**config.mk**
```make
export PLATFORM = sky130hd
export DESIGN_NAME = max_heap_insert_core
export DESIGN_NICKNAME = d
export VERILOG_FILES = /design/src/sv/mhi_pkg.sv /design/src/sv/mhi_ram.sv /design/src/sv/mhi_sift.sv /design/src/sv/max_heap_insert_core.sv
export VERILOG_INCLUDE_DIRS = /design/src /design/src/sv
export SDC_FILE = /design/constraint.sdc
export NUM_CORES = 1
export LEC_CHECK = 0
export BUFFER_PORTS_ARGS = -buffer_cell sky130_fd_sc_hd__buf_2
export CORE_ASPECT_RATIO = 0.7
export CORE_MARGIN = 3
export CORE_UTILIZATION = 40
export CTS_CLUSTER_DIAMETER = 60
export DETAILED_ROUTE_END_ITERATION = 10
export PLACE_DENSITY = 0.54
export SLEW_MARGIN = 25
export SYNTH_ARGS = -nofsm -noshare
export SYNTH_HDL_FRONTEND = slang
export SYNTH_SLANG_ARGS = --single-unit
```
**constraint.sdc**
```tcl
create_clock -name i_clk -period 8.4 [get_ports i_clk]
set_clock_uncertainty 0.15 [all_clocks]
set_input_delay 0.42 -clock i_clk [delete_from_list [all_inputs] [get_ports i_clk]]
set_output_delay 0.42 -clock i_clk [all_outputs]
set_load 0.02 [all_outputs]
```
**src/sv/max_heap_insert_core_defines.svh**
```systemverilog
// Assertion macros for the max-heap insert core.
// Used by the top level only; no other dependencies.
`ifndef MAX_HEAP_INSERT_CORE_DEFINES_SVH
`define MAX_HEAP_INSERT_CORE_DEFINES_SVH
`ifndef SYNTH
// Same-cycle implication, disabled while reset is asserted.
`define MHI_ASSERT_IMPL(label, ante, cons) \
    label: assert property (@(posedge i_clk) disable iff (!i_rst_n) (ante) |-> (cons)) \
        else $error("max_heap_insert_core: assertion failed");
// Next-cycle implication, disabled while reset is asserted.
`define MHI_ASSERT_NEXT(label, ante, cons) \
    label: assert property (@(posedge i_clk) disable iff (!i_rst_n) (ante) |=> (cons)) \
        else $error("max_heap_insert_core: assertion failed");
`else
`define MHI_ASSERT_IMPL(label, ante, cons)
`define MHI_ASSERT_NEXT(label, ante, cons)
`endif
`endif

```
**src/sv/mhi_pkg.sv**
```systemverilog
// Shared types and constants for the max-heap insert core.
// No dependencies; used by mhi_sift and max_heap_insert_core.
package mhi_pkg;

    // Default heap depth and fixed field widths.
    localparam int MHI_CAPACITY = 64;
    localparam int VALUE_W      = 32;
    localparam int COUNT_W      = 7;

    // Sift-up sequencer states.
    typedef enum logic [1:0] {
        ST_IDLE,
        ST_CHECK,
        ST_CMP,
        ST_FIN
    } t_state;

    // One result word as produced by the sequencer.
    typedef struct packed {
        logic [VALUE_W-1:0] max_value;
        logic [COUNT_W-1:0] count;
        logic               dropped;
    } t_result;

endpackage

```
**src/sv/mhi_ram.sv**
```systemverilog
// Single-port-write, single-port-read heap storage with registered read data.
// No package dependencies.
module mhi_ram #(
    parameter int DEPTH = 64,
    parameter int AW    = 6,
    parameter int DW    = 32
) (
    input  logic          i_clk,
    input  logic          i_we,
    input  logic [AW-1:0] i_waddr,
    input  logic [DW-1:0] i_wdata,
    input  logic [AW-1:0] i_raddr,
    output logic [DW-1:0] o_rdata
);

    logic [DW-1:0] r_mem [DEPTH];

    // Write port.
    always_ff @(posedge i_clk) begin
        if (i_we) begin
            r_mem[i_waddr] <= i_wdata;
        end
    end

    // Registered read port.
    always_ff @(posedge i_clk) begin
        o_rdata <= r_mem[i_raddr];
    end

endmodule

```
**src/sv/mhi_sift.sv**
```systemverilog
// Sift-up sequencer: holds the fill count and root copy, walks the parent chain.
// Depends on mhi_pkg; drives the heap storage in mhi_ram.
module mhi_sift #(
    parameter int CAPACITY = mhi_pkg::MHI_CAPACITY,
    parameter int AW       = $clog2(CAPACITY),
    parameter int CW       = $clog2(CAPACITY + 1)
) (
    input  logic                        i_clk,
    input  logic                        i_rst_n,
    input  logic                        i_start,
    input  logic [mhi_pkg::VALUE_W-1:0] i_value,
    output logic                        o_busy,
    output logic                        o_done,
    output mhi_pkg::t_result            o_result,
    output logic                        o_we,
    output logic [AW-1:0]               o_waddr,
    output logic [mhi_pkg::VALUE_W-1:0] o_wdata,
    output logic [AW-1:0]               o_raddr,
    input  logic [mhi_pkg::VALUE_W-1:0] i_rdata
);

    mhi_pkg::t_state r_state, n_state;
    logic [CW-1:0]                 r_count, n_count;
    logic [AW-1:0]                 r_slot, n_slot;
    logic [mhi_pkg::VALUE_W-1:0]   r_val, n_val;
    logic [mhi_pkg::VALUE_W-1:0]   r_root, n_root;

    logic          w_full;
    logic          w_parent_less;
    logic [AW-1:0] w_parent;
    logic [CW-1:0] w_count_inc;

    // Derived conditions.
    assign w_full        = (r_count == CW'(CAPACITY));
    assign w_parent      = (r_slot - AW'(1)) >> 1;
    assign w_parent_less = ($signed(i_rdata) < $signed(r_val));
    assign w_count_inc   = r_count + CW'(1);
    assign o_busy        = (r_state != mhi_pkg::ST_IDLE);

    // Next-state logic.
    always_comb begin
        n_state = r_state;
        case (r_state)
            mhi_pkg::ST_IDLE: begin
                if (i_start && !w_full) begin
                    n_state = mhi_pkg::ST_CHECK;
                end
            end
            mhi_pkg::ST_CHECK: begin
                if (r_slot == '0) begin
                    n_state = mhi_pkg::ST_FIN;
                end else begin
                    n_state = mhi_pkg::ST_CMP;
                end
            end
            mhi_pkg::ST_CMP: begin
                if (w_parent_less) begin
                    n_state = mhi_pkg::ST_CHECK;
                end else begin
                    n_state = mhi_pkg::ST_FIN;
                end
            end
            mhi_pkg::ST_FIN: begin
                n_state = mhi_pkg::ST_IDLE;
            end
            default: begin
                n_state = mhi_pkg::ST_IDLE;
            end
        endcase
    end

    // Output and datapath logic. The new value is held in r_val and smaller
    // parents are moved down one level each, so each level costs one read and
    // one write; the value lands where the chain stops.
    always_comb begin
        n_count  = r_count;
        n_slot   = r_slot;
        n_val    = r_val;
        n_root   = r_root;
        o_we     = 1'b0;
        o_waddr  = r_slot;
        o_wdata  = r_val;
        o_raddr  = w_parent;
        o_done   = 1'b0;
        o_result.max_value = r_root;
        o_result.count     = mhi_pkg::COUNT_W'(r_count);
        o_result.dropped   = 1'b0;
        case (r_state)
            mhi_pkg::ST_IDLE: begin
                if (i_start) begin
                    if (w_full) begin
                        o_done           = 1'b1;
                        o_result.dropped = 1'b1;
                    end else begin
                        n_val  = i_value;
                        n_slot = r_count[AW-1:0];
                    end
                end
            end
            mhi_pkg::ST_CHECK: begin
                // At the root the value is placed; otherwise the parent read is in flight.
                if (r_slot == '0) begin
                    o_we   = 1'b1;
                    n_root = r_val;
                end
            end
            mhi_pkg::ST_CMP: begin
                o_we = 1'b1;
                if (w_parent_less) begin
                    o_wdata = i_rdata;
                    n_slot  = w_parent;
                end
            end
            mhi_pkg::ST_FIN: begin
                o_done         = 1'b1;
                n_count        = w_count_inc;
                o_result.count = mhi_pkg::COUNT_W'(w_count_inc);
            end
            default: begin
                o_we = 1'b0;
            end
        endcase
    end

    // Control registers.
    always_ff @(posedge i_clk) begin
        if (!i_rst_n) begin
            r_state <= mhi_pkg::ST_IDLE;
            r_count <= '0;
        end else begin
            r_state <= n_state;
            r_count <= n_count;
        end
    end

    // Payload registers.
    always_ff @(posedge i_clk) begin
        r_slot <= n_slot;
        r_val  <= n_val;
        r_root <= n_root;
    end

endmodule

```
**src/sv/max_heap_insert_core.sv**
```systemverilog
// Top level of the max-heap insert core: storage, sift-up sequencer, result register.
// Depends on mhi_pkg, mhi_ram, mhi_sift and max_heap_insert_core_defines.svh.
//
// Usage: present a signed 32-bit word on i_value and raise start; the word is
// taken at a rising edge where start is high and busy is low. Each word gives
// exactly one result: o_valid is high for one cycle with o_max_value (the heap
// root), o_count (elements held) and o_dropped (heap was full, word discarded).
// The receiver cannot stall the block; it must take the result in that cycle.
// Sequence: busy stays high through a CHECK and a CMP state for each level the
// word moves up, then a last CHECK when it reaches the root, or a CHECK and a
// CMP when it stops below it, then FIN; the result shows in the first cycle
// that busy is low again. With the default depth of 64 the chain is at most six
// levels. Each level costs one read and one write of the single heap memory. A
// dropped word holds busy low and gives its result in the next cycle. A new word
// may be started in the same cycle that the previous result shows.
// Reset (synchronous, active low) empties the heap; the memory is not cleared,
// since only slots below the fill count are ever read.
`include "max_heap_insert_core_defines.svh"
module max_heap_insert_core #(
    parameter int CAPACITY = mhi_pkg::MHI_CAPACITY
) (
    input  logic                               i_clk,
    input  logic                               i_rst_n,
    input  logic                               start,
    input  logic signed [mhi_pkg::VALUE_W-1:0] i_value,
    output logic                               busy,
    output logic                               o_valid,
    output logic signed [mhi_pkg::VALUE_W-1:0] o_max_value,
    output logic        [mhi_pkg::COUNT_W-1:0] o_count,
    output logic                               o_dropped
);

    localparam int AW = $clog2(CAPACITY);
    localparam int CW = $clog2(CAPACITY + 1);

    logic                        w_done;
    mhi_pkg::t_result            w_result;
    logic                        w_we;
    logic [AW-1:0]               w_waddr;
    logic [mhi_pkg::VALUE_W-1:0] w_wdata;
    logic [AW-1:0]               w_raddr;
    logic [mhi_pkg::VALUE_W-1:0] w_rdata;
    logic                        r_valid;
    mhi_pkg::t_result            r_result;

    // Heap storage.
    mhi_ram #(
        .DEPTH (CAPACITY),
        .AW    (AW),
        .DW    (mhi_pkg::VALUE_W)
    ) u_ram (
        .i_clk   (i_clk),
        .i_we    (w_we),
        .i_waddr (w_waddr),
        .i_wdata (w_wdata),
        .i_raddr (w_raddr),
        .o_rdata (w_rdata)
    );

    // Sift-up sequencer.
    mhi_sift #(
        .CAPACITY (CAPACITY),
        .AW       (AW),
        .CW       (CW)
    ) u_sift (
        .i_clk    (i_clk),
        .i_rst_n  (i_rst_n),
        .i_start  (start),
        .i_value  (i_value),
        .o_busy   (busy),
        .o_done   (w_done),
        .o_result (w_result),
        .o_we     (w_we),
        .o_waddr  (w_waddr),
        .o_wdata  (w_wdata),
        .o_raddr  (w_raddr),
        .i_rdata  (w_rdata)
    );

    // Result register: strobe is cleared by reset, the word is not.
    always_ff @(posedge i_clk) begin
        if (!i_rst_n) begin
            r_valid <= 1'b0;
        end else begin
            r_valid <= w_done;
        end
    end

    always_ff @(posedge i_clk) begin
        if (w_done) begin
            r_result <= w_result;
        end
    end

    assign o_valid     = r_valid;
    assign o_max_value = r_result.max_value;
    assign o_count     = r_result.count;
    assign o_dropped   = r_result.dropped;

    // An accepted word either starts a sift or yields a dropped result next cycle.
    `MHI_ASSERT_NEXT(a_accept_progress, start && !busy, busy || (o_valid && o_dropped))
    // A result only shows once the sequencer has gone back to idle.
    `MHI_ASSERT_IMPL(a_valid_idle, o_valid, !busy)
    // A stored word always leaves at least one element in the heap.
    `MHI_ASSERT_IMPL(a_count_nonzero, o_valid && !o_dropped, o_count != '0)
    // A drop only happens with the heap at full depth.
    `MHI_ASSERT_IMPL(a_drop_full, o_valid && o_dropped,
        o_count == mhi_pkg::COUNT_W'(CAPACITY))

endmodule

```
==> results.json, run 1 <==
{
  "r2r_setup_slack_ps": 3970,
  "critPathMaxStageDelay_ps": 770,
  "layout_common_cells": "edfxtp_1 (1134), nand2_1 (320), mux4_2 (224), clkbuf_16 (109), nand3_1 (103)",
  "synth_edf_count": 1134,
  "yosysWarnings": 0,
  "synth-seq-area-share": 0.757,
  "final_layout_size_suffix_gt1_frac": 0.240,
  "final_common_cell": "edfxtp_1",
  "grt_use_met1": 0.310,
  "cts_buffers": 104,
  "max_freq_mhz": 226,
  "period_share": 0.528,
  "root_buffer": "clkbuf_16",
  "r2r-start": "u_sift.o_waddr[2]",
  "syn-mean-instance-area_um2": 18.6,
  "portBuffers": 76,
  "cts_tree": "built",
  "use_met3": 0.0418,
  "worstPathCellList": "or3_1 > xnor2_4 > buf_4 > buf_4 > mux4_2 > mux4_2 > nand2_1 > nand3_1",
  "htreeDepth": 3,
  "drt_iter0_markers": 2988,
  "final.min_clock_period_ps": 4430,
  "worst-endpoint-arrival_ps": 4850,
  "layout-area-overhead-vs-synth_pct": 15.1,
  "clock-sinks": 1176,
  "avgViaCountPerCell": 5.85,
  "core_area_um2": 114000,
  "antenna_found_initial": 2,
  "die_h_um": 290,
  "hpwl_mm": 67.6,
  "cts_resized": 0,
  "r2r_end": "u_ram.o_rdata[9]",
  "status": "finished, final reports clean",
  "synth_fp_nets": 2558,
  "worstPathMaxFanout": 60,
  "use_met2": 0.323,
  "ant_nets": 0,
  "remaining_drc_errors": 0,
  "io_pins": 77,
  "grt_max_degree": 112,
  "async_flop_share": 0,
  "grt_use_total": 0.210,
  "setup_viol": 0,
  "power_density_nw_per_um2": 426,
  "reg2regPathDepth": 8,
  "final_cell_area_um2": 53100,
  "die-area_um2": 119000,
  "synth-seq-cells": 1176,
  "p_leak_nw": 16.9,
  "hold_viol_final": 0,
  "synth_cells": 2484,
  "synthesis.area_um2": 46100,
  "worstSetupEndpointType": "flip-flop",
  "postCtsSetupBuffers": 0,
  "final_max_slew_viol_count": 0,
  "hold_start": "u_sift.r_root[28]",
  "critPathKind": "reg2reg",
  "slowest_stage": "buf_4",
  "drt_first_pass_iters": 5,
  "n_antenna_cell": 0,
  "nNetsFinal": 2728,
  "worst_pin_slew_ps": 1060,
  "cap_violations": 0,
  "clk_pin_slew_ps": 60,
  "ys_types": 54,
  "grt_pass1_vias": 25209,
  "die_w_um": 412,
  "rsz0062_at_grt": "false",
  "tns_ps": 0,
  "min_to": "o_max_value[28]",
  "clk_path_buf_depth": 3,
  "top_usage_layer": "met2",
  "grt_overflow_total": 0,
  "peakVddDrop_uv": 437,
  "maxSlewHeadroom": 0.289,
  "synth_ff_type": "edfxtp_1",
  "grt_pass1_wl_mm": 181,
  "hold_path_depth": 0,
  "clk-insertion-delay-late_ps": 710,
  "dr_total_vias": 24961,
  "placed_area_um2": 49100,
  "gp_congestion": 0.813,
  "finalWirelength_mm": 125,
  "crit_required_ps": 8820,
  "row_count": 103,
  "hp-class": "reg2reg",
  "startpoint_type": "flip-flop",
  "start_util": 0.406,
  "wire_per_inst_um": 29.4
}
[critical path: cells and delay by family (launching register included)]
family / cells / cell delay, ps
xor gates and xnor gates: 1 / 440
and+or+nand+nor: 3 / 870
DFF: 1 / 620
muxes: 2 / 920
buffers and inverters: 2 / 1220
[area by class of cell]
cell class | count | area (µm²)
sequential | 1176 | 34900
multi-input combinational | 1119 | 11000
clock buffer | 128 | 2800
fill | 9463 | 60500
timing repair buffer | 212 | 1540
inverter | 41 | 154
tap | 1522 | 1900
clock inverter | 70 | 779
[sequential cells by signal, summed over array words and instances, names as in the netlist]
| register | flops |
|---|---|
| o_count | 7 |
| o_dropped | 1 |
| o_max_value | 32 |
| o_valid | 1 |
| u_ram.o_rdata | 32 |
| u_ram.r_mem | 1024 |
| u_sift.o_waddr | 6 |
| u_sift.r_count | 7 |
| u_sift.r_root | 32 |
| u_sift.r_state | 2 |
| u_sift.r_val | 32 |
[layer usage]
layer / vias to the layer above / routed length, µm / part of all wire
met2: 1079 / 58100 / 0.46
li1: 10396 / - / -
met1: 13303 / 55200 / 0.44
met3: 183 / 9490 / 0.076
met5: - / 0 / 0
met4: 0 / 2590 / 0.021
[power by group]
group          switching, W  leakage [nW]  internal, W
registers          0.000209          10.5      0.00792
clock network       0.00215          1.75      0.00289
logic               0.00591          4.67      0.00350
total               0.00827          16.9       0.0143
[repair_timing]
action,4_1_cts,5_1_grt
hold buffers,34,0
endpoints found under the setup margin,0,0
hold endpoints to repair,42,0
[Yosys cell counts, drive strengths merged (4+ instances only)]
| cell | number | area [µm²] |
|---|---|---|
| nor3 | 18 | 90.1 |
| nor4 | 15 | 93.8 |
| a22oi | 63 | 473 |
| a221oi | 16 | 209 |
| and3 | 15 | 93.8 |
| nand2 | 320 | 1200 |
| mux2i | 32 | 320 |
| a311oi | 15 | 131 |
| nand4 | 42 | 278 |
| nor2b | 4 | 25.0 |
| clkbuf | 77 | 289 |
| o211ai | 4 | 30.0 |
| and2 | 11 | 68.8 |
| inv | 41 | 154 |
| ha | 39 | 488 |
| xnor2 | 6 | 71.3 |
| buf | 71 | 415 |
| edfxtp | 1134 | 34100 |
| nand3 | 103 | 515 |
| nor2 | 66 | 248 |
| a32oi | 32 | 280 |
| a21oi | 20 | 100 |
| mux4 | 224 | 5040 |
| o21ai | 9 | 45.0 |
| xor2 | 6 | 52.6 |
| dfxtp | 42 | 841 |
| or3 | 4 | 25.0 |
| o221ai | 29 | 254 |
[metrics by stage]
step	worst slack (ps)	util	std cells	total power [W]	hold slack, ps
finish	3970	0.467	4268	0.0226	268
global route	3850	0.467	4268	0.0236	249
CTS	3970	0.467	4267	0.0227	232
detailed placement	4010	0.432	4035	0.0177	255
global placement	4090	0.432	4034	0.0175	253
floorplan	1170	-	2484	0.0145	250
[kinds of logic (layout without fill, tap and decap cells)]
logic type	count (synthesis)	in the layout	synth area share
buffers and inverters	189	451	0.0186
adders and majority gates	39	39	0.0106
AOI/OAI and AO/OA	202	202	0.0356
DFF	1176	1176	0.757
muxes	257	257	0.117
xor gates and xnor gates	12	12	0.00269
and+or+nand+nor	609	609	0.0592
[worst max-delay path by stage]
| stage | from | to | slack (ps) | cells past startpoint |
|---|---|---|---|---|
| 2_1_floorplan | u_sift.o_waddr[0] | u_ram.r_mem[7][0] | 1170 | 6 |
| 3_3_place_gp | u_sift.o_waddr[0] | u_ram.o_rdata[29] | 4090 | 9 |
| 3_5_place_dp | u_sift.r_val[31] | u_ram.r_mem[7][10] | 4010 | 7 |
| 4_1_cts | u_sift.r_val[31] | u_ram.r_mem[7][4] | 3970 | 7 |
| 5_1_grt | u_sift.r_val[31] | u_ram.r_mem[0][4] | 3850 | 8 |
| 6_report | u_sift.o_waddr[2] | u_ram.o_rdata[9] | 3970 | 8 |
Note: power is estimated with default switching activity, not from simulation.
==> inputs of run 2 (changes only) <==
--- a/config.mk
+++ b/config.mk
@@ -12,7 +12,7 @@
 export CORE_UTILIZATION = 40
 export CTS_CLUSTER_DIAMETER = 60
 export DETAILED_ROUTE_END_ITERATION = 10
-export PLACE_DENSITY = 0.54
+export PLACE_DENSITY = 0.56
 export SLEW_MARGIN = 25
 export SYNTH_ARGS = -nofsm -noshare
 export SYNTH_HDL_FRONTEND = slang
==> constraint.sdc (replaced) <==
create_clock -name i_clk -period 3.8 [get_ports i_clk]
set_clock_uncertainty 0.15 [all_clocks]
set_input_delay 0.19 -clock i_clk [delete_from_list [all_inputs] [get_ports i_clk]]
set_output_delay 0.19 -clock i_clk [all_outputs]
set_load 0.02 [all_outputs]
==> results.json, run 2 (synthesis results as in run 1) <==
{
  "largest_reg_flops": 1024,
  "power_density_nw_per_um2": 938,
  "grt_pass1_wl_mm": 186,
  "worstSetupEndpointType": "flip-flop",
  "n_antenna_cell": 0,
  "die_w_um": 412,
  "crit_start": "u_sift.r_val[15]",
  "portBuffers": 76,
  "crit_required_ps": 4040,
  "status": "finished, final reports clean",
  "drt_iter0_markers": 3329,
  "worstPathCellList": "inv_1 > ha_1 > nand2_1 > nor4_2 > o311ai_2 > a311o_2 > buf_12 > a311oi_1 > o221ai_2 > buf_4",
  "root_buffer": "clkbuf_16",
  "p_leak_nw": 17.4,
  "final.min_clock_period_ps": 3670,
  "period_share": 0.966,
  "remaining_drc_errors": 0,
  "placed_area_um2": 50200,
  "final_layout_size_suffix_gt1_frac": 0.254,
  "fin_util": 0.477,
  "final_common_cell": "edfxtp_1",
  "gp_congestion": 0.877,
  "max_freq_mhz": 273,
  "setup_ws_ps": 131,
  "cts_tree": "built",
  "grt_pass1_vias": 25565,
  "final_cell_area_um2": 54100,
  "final_max_slew_viol_count": 0,
  "layout-area-overhead-vs-synth_pct": 17.3,
  "r2r-start": "u_sift.r_val[15]",
  "drt_first_pass_iters": 6,
  "clk_pin_slew_ps": 70,
  "htreeDepth": 3,
  "ant_nets": 0,
  "grt_overflow_total": 0,
  "row_count": 103,
  "nNetsFinal": 2794,
  "peakVddDrop_uv": 1080,
  "die_h_um": 290,
  "wire_per_inst_um": 29.9,
  "slowest_stage": "edfxtp_1",
  "antenna_found_initial": 0,
  "start_util": 0.406,
  "power.total_w": 0.0508,
  "cts_buffers": 105,
  "tns_ps": 0,
  "layout_common_cells": "edfxtp_1 (1134), nand2_1 (320), mux4_2 (224), clkbuf_16 (107), nand3_1 (103)",
  "hpwl_mm": 70.8,
  "hold_start": "i_value[0]",
  "dr_total_vias": 25459,
  "worst_pin_slew_ps": 977,
  "grt_max_degree": 97,
  "worst-endpoint-arrival_ps": 3910,
  "cap_violations": 0,
  "top_register": "u_ram.r_mem",
  "worstPathMaxFanout": 39,
  "clock-sinks": 1176,
  "avgViaCountPerCell": 5.88,
  "clk_path_buf_depth": 3,
  "critPathMaxStageDelay_ps": 480,
  "critPathKind": "reg2reg",
  "grt_use_total": 0.216,
  "startpoint_type": "flip-flop",
  "hp-class": "in2reg",
  "finalWirelength_mm": 129,
  "hold_viol_final": 0,
  "fillers": 9323,
  "io_pins": 77,
  "setup_viol": 0,
  "dp_slack_ps": 77.9,
  "maxSlewHeadroom": 0.345,
  "die-area_um2": 119000,
  "core_area_um2": 114000,
  "clk-insertion-delay-late_ps": 710
}
run 2: cell count changes in the layout (fill, tap and decap cells not counted), moves of 3 or more:
cell and delta:
dlygate4sd3_1 +6, o221ai_4 -3, bufinv_16 -8, clkinv_8 +3, clkinv_2 -8, buf_12 +58
o221ai_2 +3, buf_4 +3, clkinvlp_4 -3, clkinv_1 +5, clkbuf_8 +12
run 2: worst max-delay path: cells and delay by family (launching register included):
family	cells	cell delay, ps
AO/OA/AOI/OAI	4	1270
buffers and inverters	3	590
AND/OR/NAND/NOR	2	490
flip-flops	1	480
adder cells (fa/ha/maj)	1	320
run 2: through the flow:
stage          cells  hold WS (ps)
2_1_floorplan   2484           139
3_3_place_gp    4095           216
3_5_place_dp    4095           218
4_1_cts         4330          1.88
5_1_grt         4330          29.4
6_report        4330          48.7
run 2: repair_timing:
action	in CTS	in global routing
hold endpoints to repair	50	0
hold buffers	40	0
resized for setup	0	3
endpoints found under the setup margin	0	708
buffers inserted	0	0
run 2: area by class of cell:
| type | count | area (µm²) | area share |
|---|---|---|---|
| clock inverter | 56 | 518 | 0.00957 |
| multi-input combinational | 1119 | 11000 | 0.203 |
| tap | 1522 | 1900 | 0.0352 |
| sequential | 1176 | 34900 | 0.645 |
| timing repair buffer | 277 | 2750 | 0.0509 |
| inverter | 41 | 154 | 0.00284 |
| clock buffer | 139 | 2920 | 0.0539 |
run 2: power by group:
group          switching (W)  internal (W)
Clock                0.00465       0.00600
Combinational         0.0134       0.00884
Sequential          0.000432        0.0175
Total                 0.0184        0.0323
run 2: final timing paths:
| check | to | slack, ps | cells after the start |
|---|---|---|---|
| worst min-delay path | u_sift.r_val[0] | 50 | 2 |
| worst max-delay path | u_ram.r_mem[2][23] | 130 | 10 |
| worst max register to register | u_ram.r_mem[2][23] | 130 | 10 |
| worst min register to register | o_max_value[29] | 270 | 0 |
run 2: per-layer routing:
metal	GRT usage	share of wire	vias up
li1	-	-	10532
met1	0.311	0.42	13502
met2	0.330	0.46	1188
met3	0.0465	0.083	237
met4	0.0677	0.030	0
met5	0	0	-
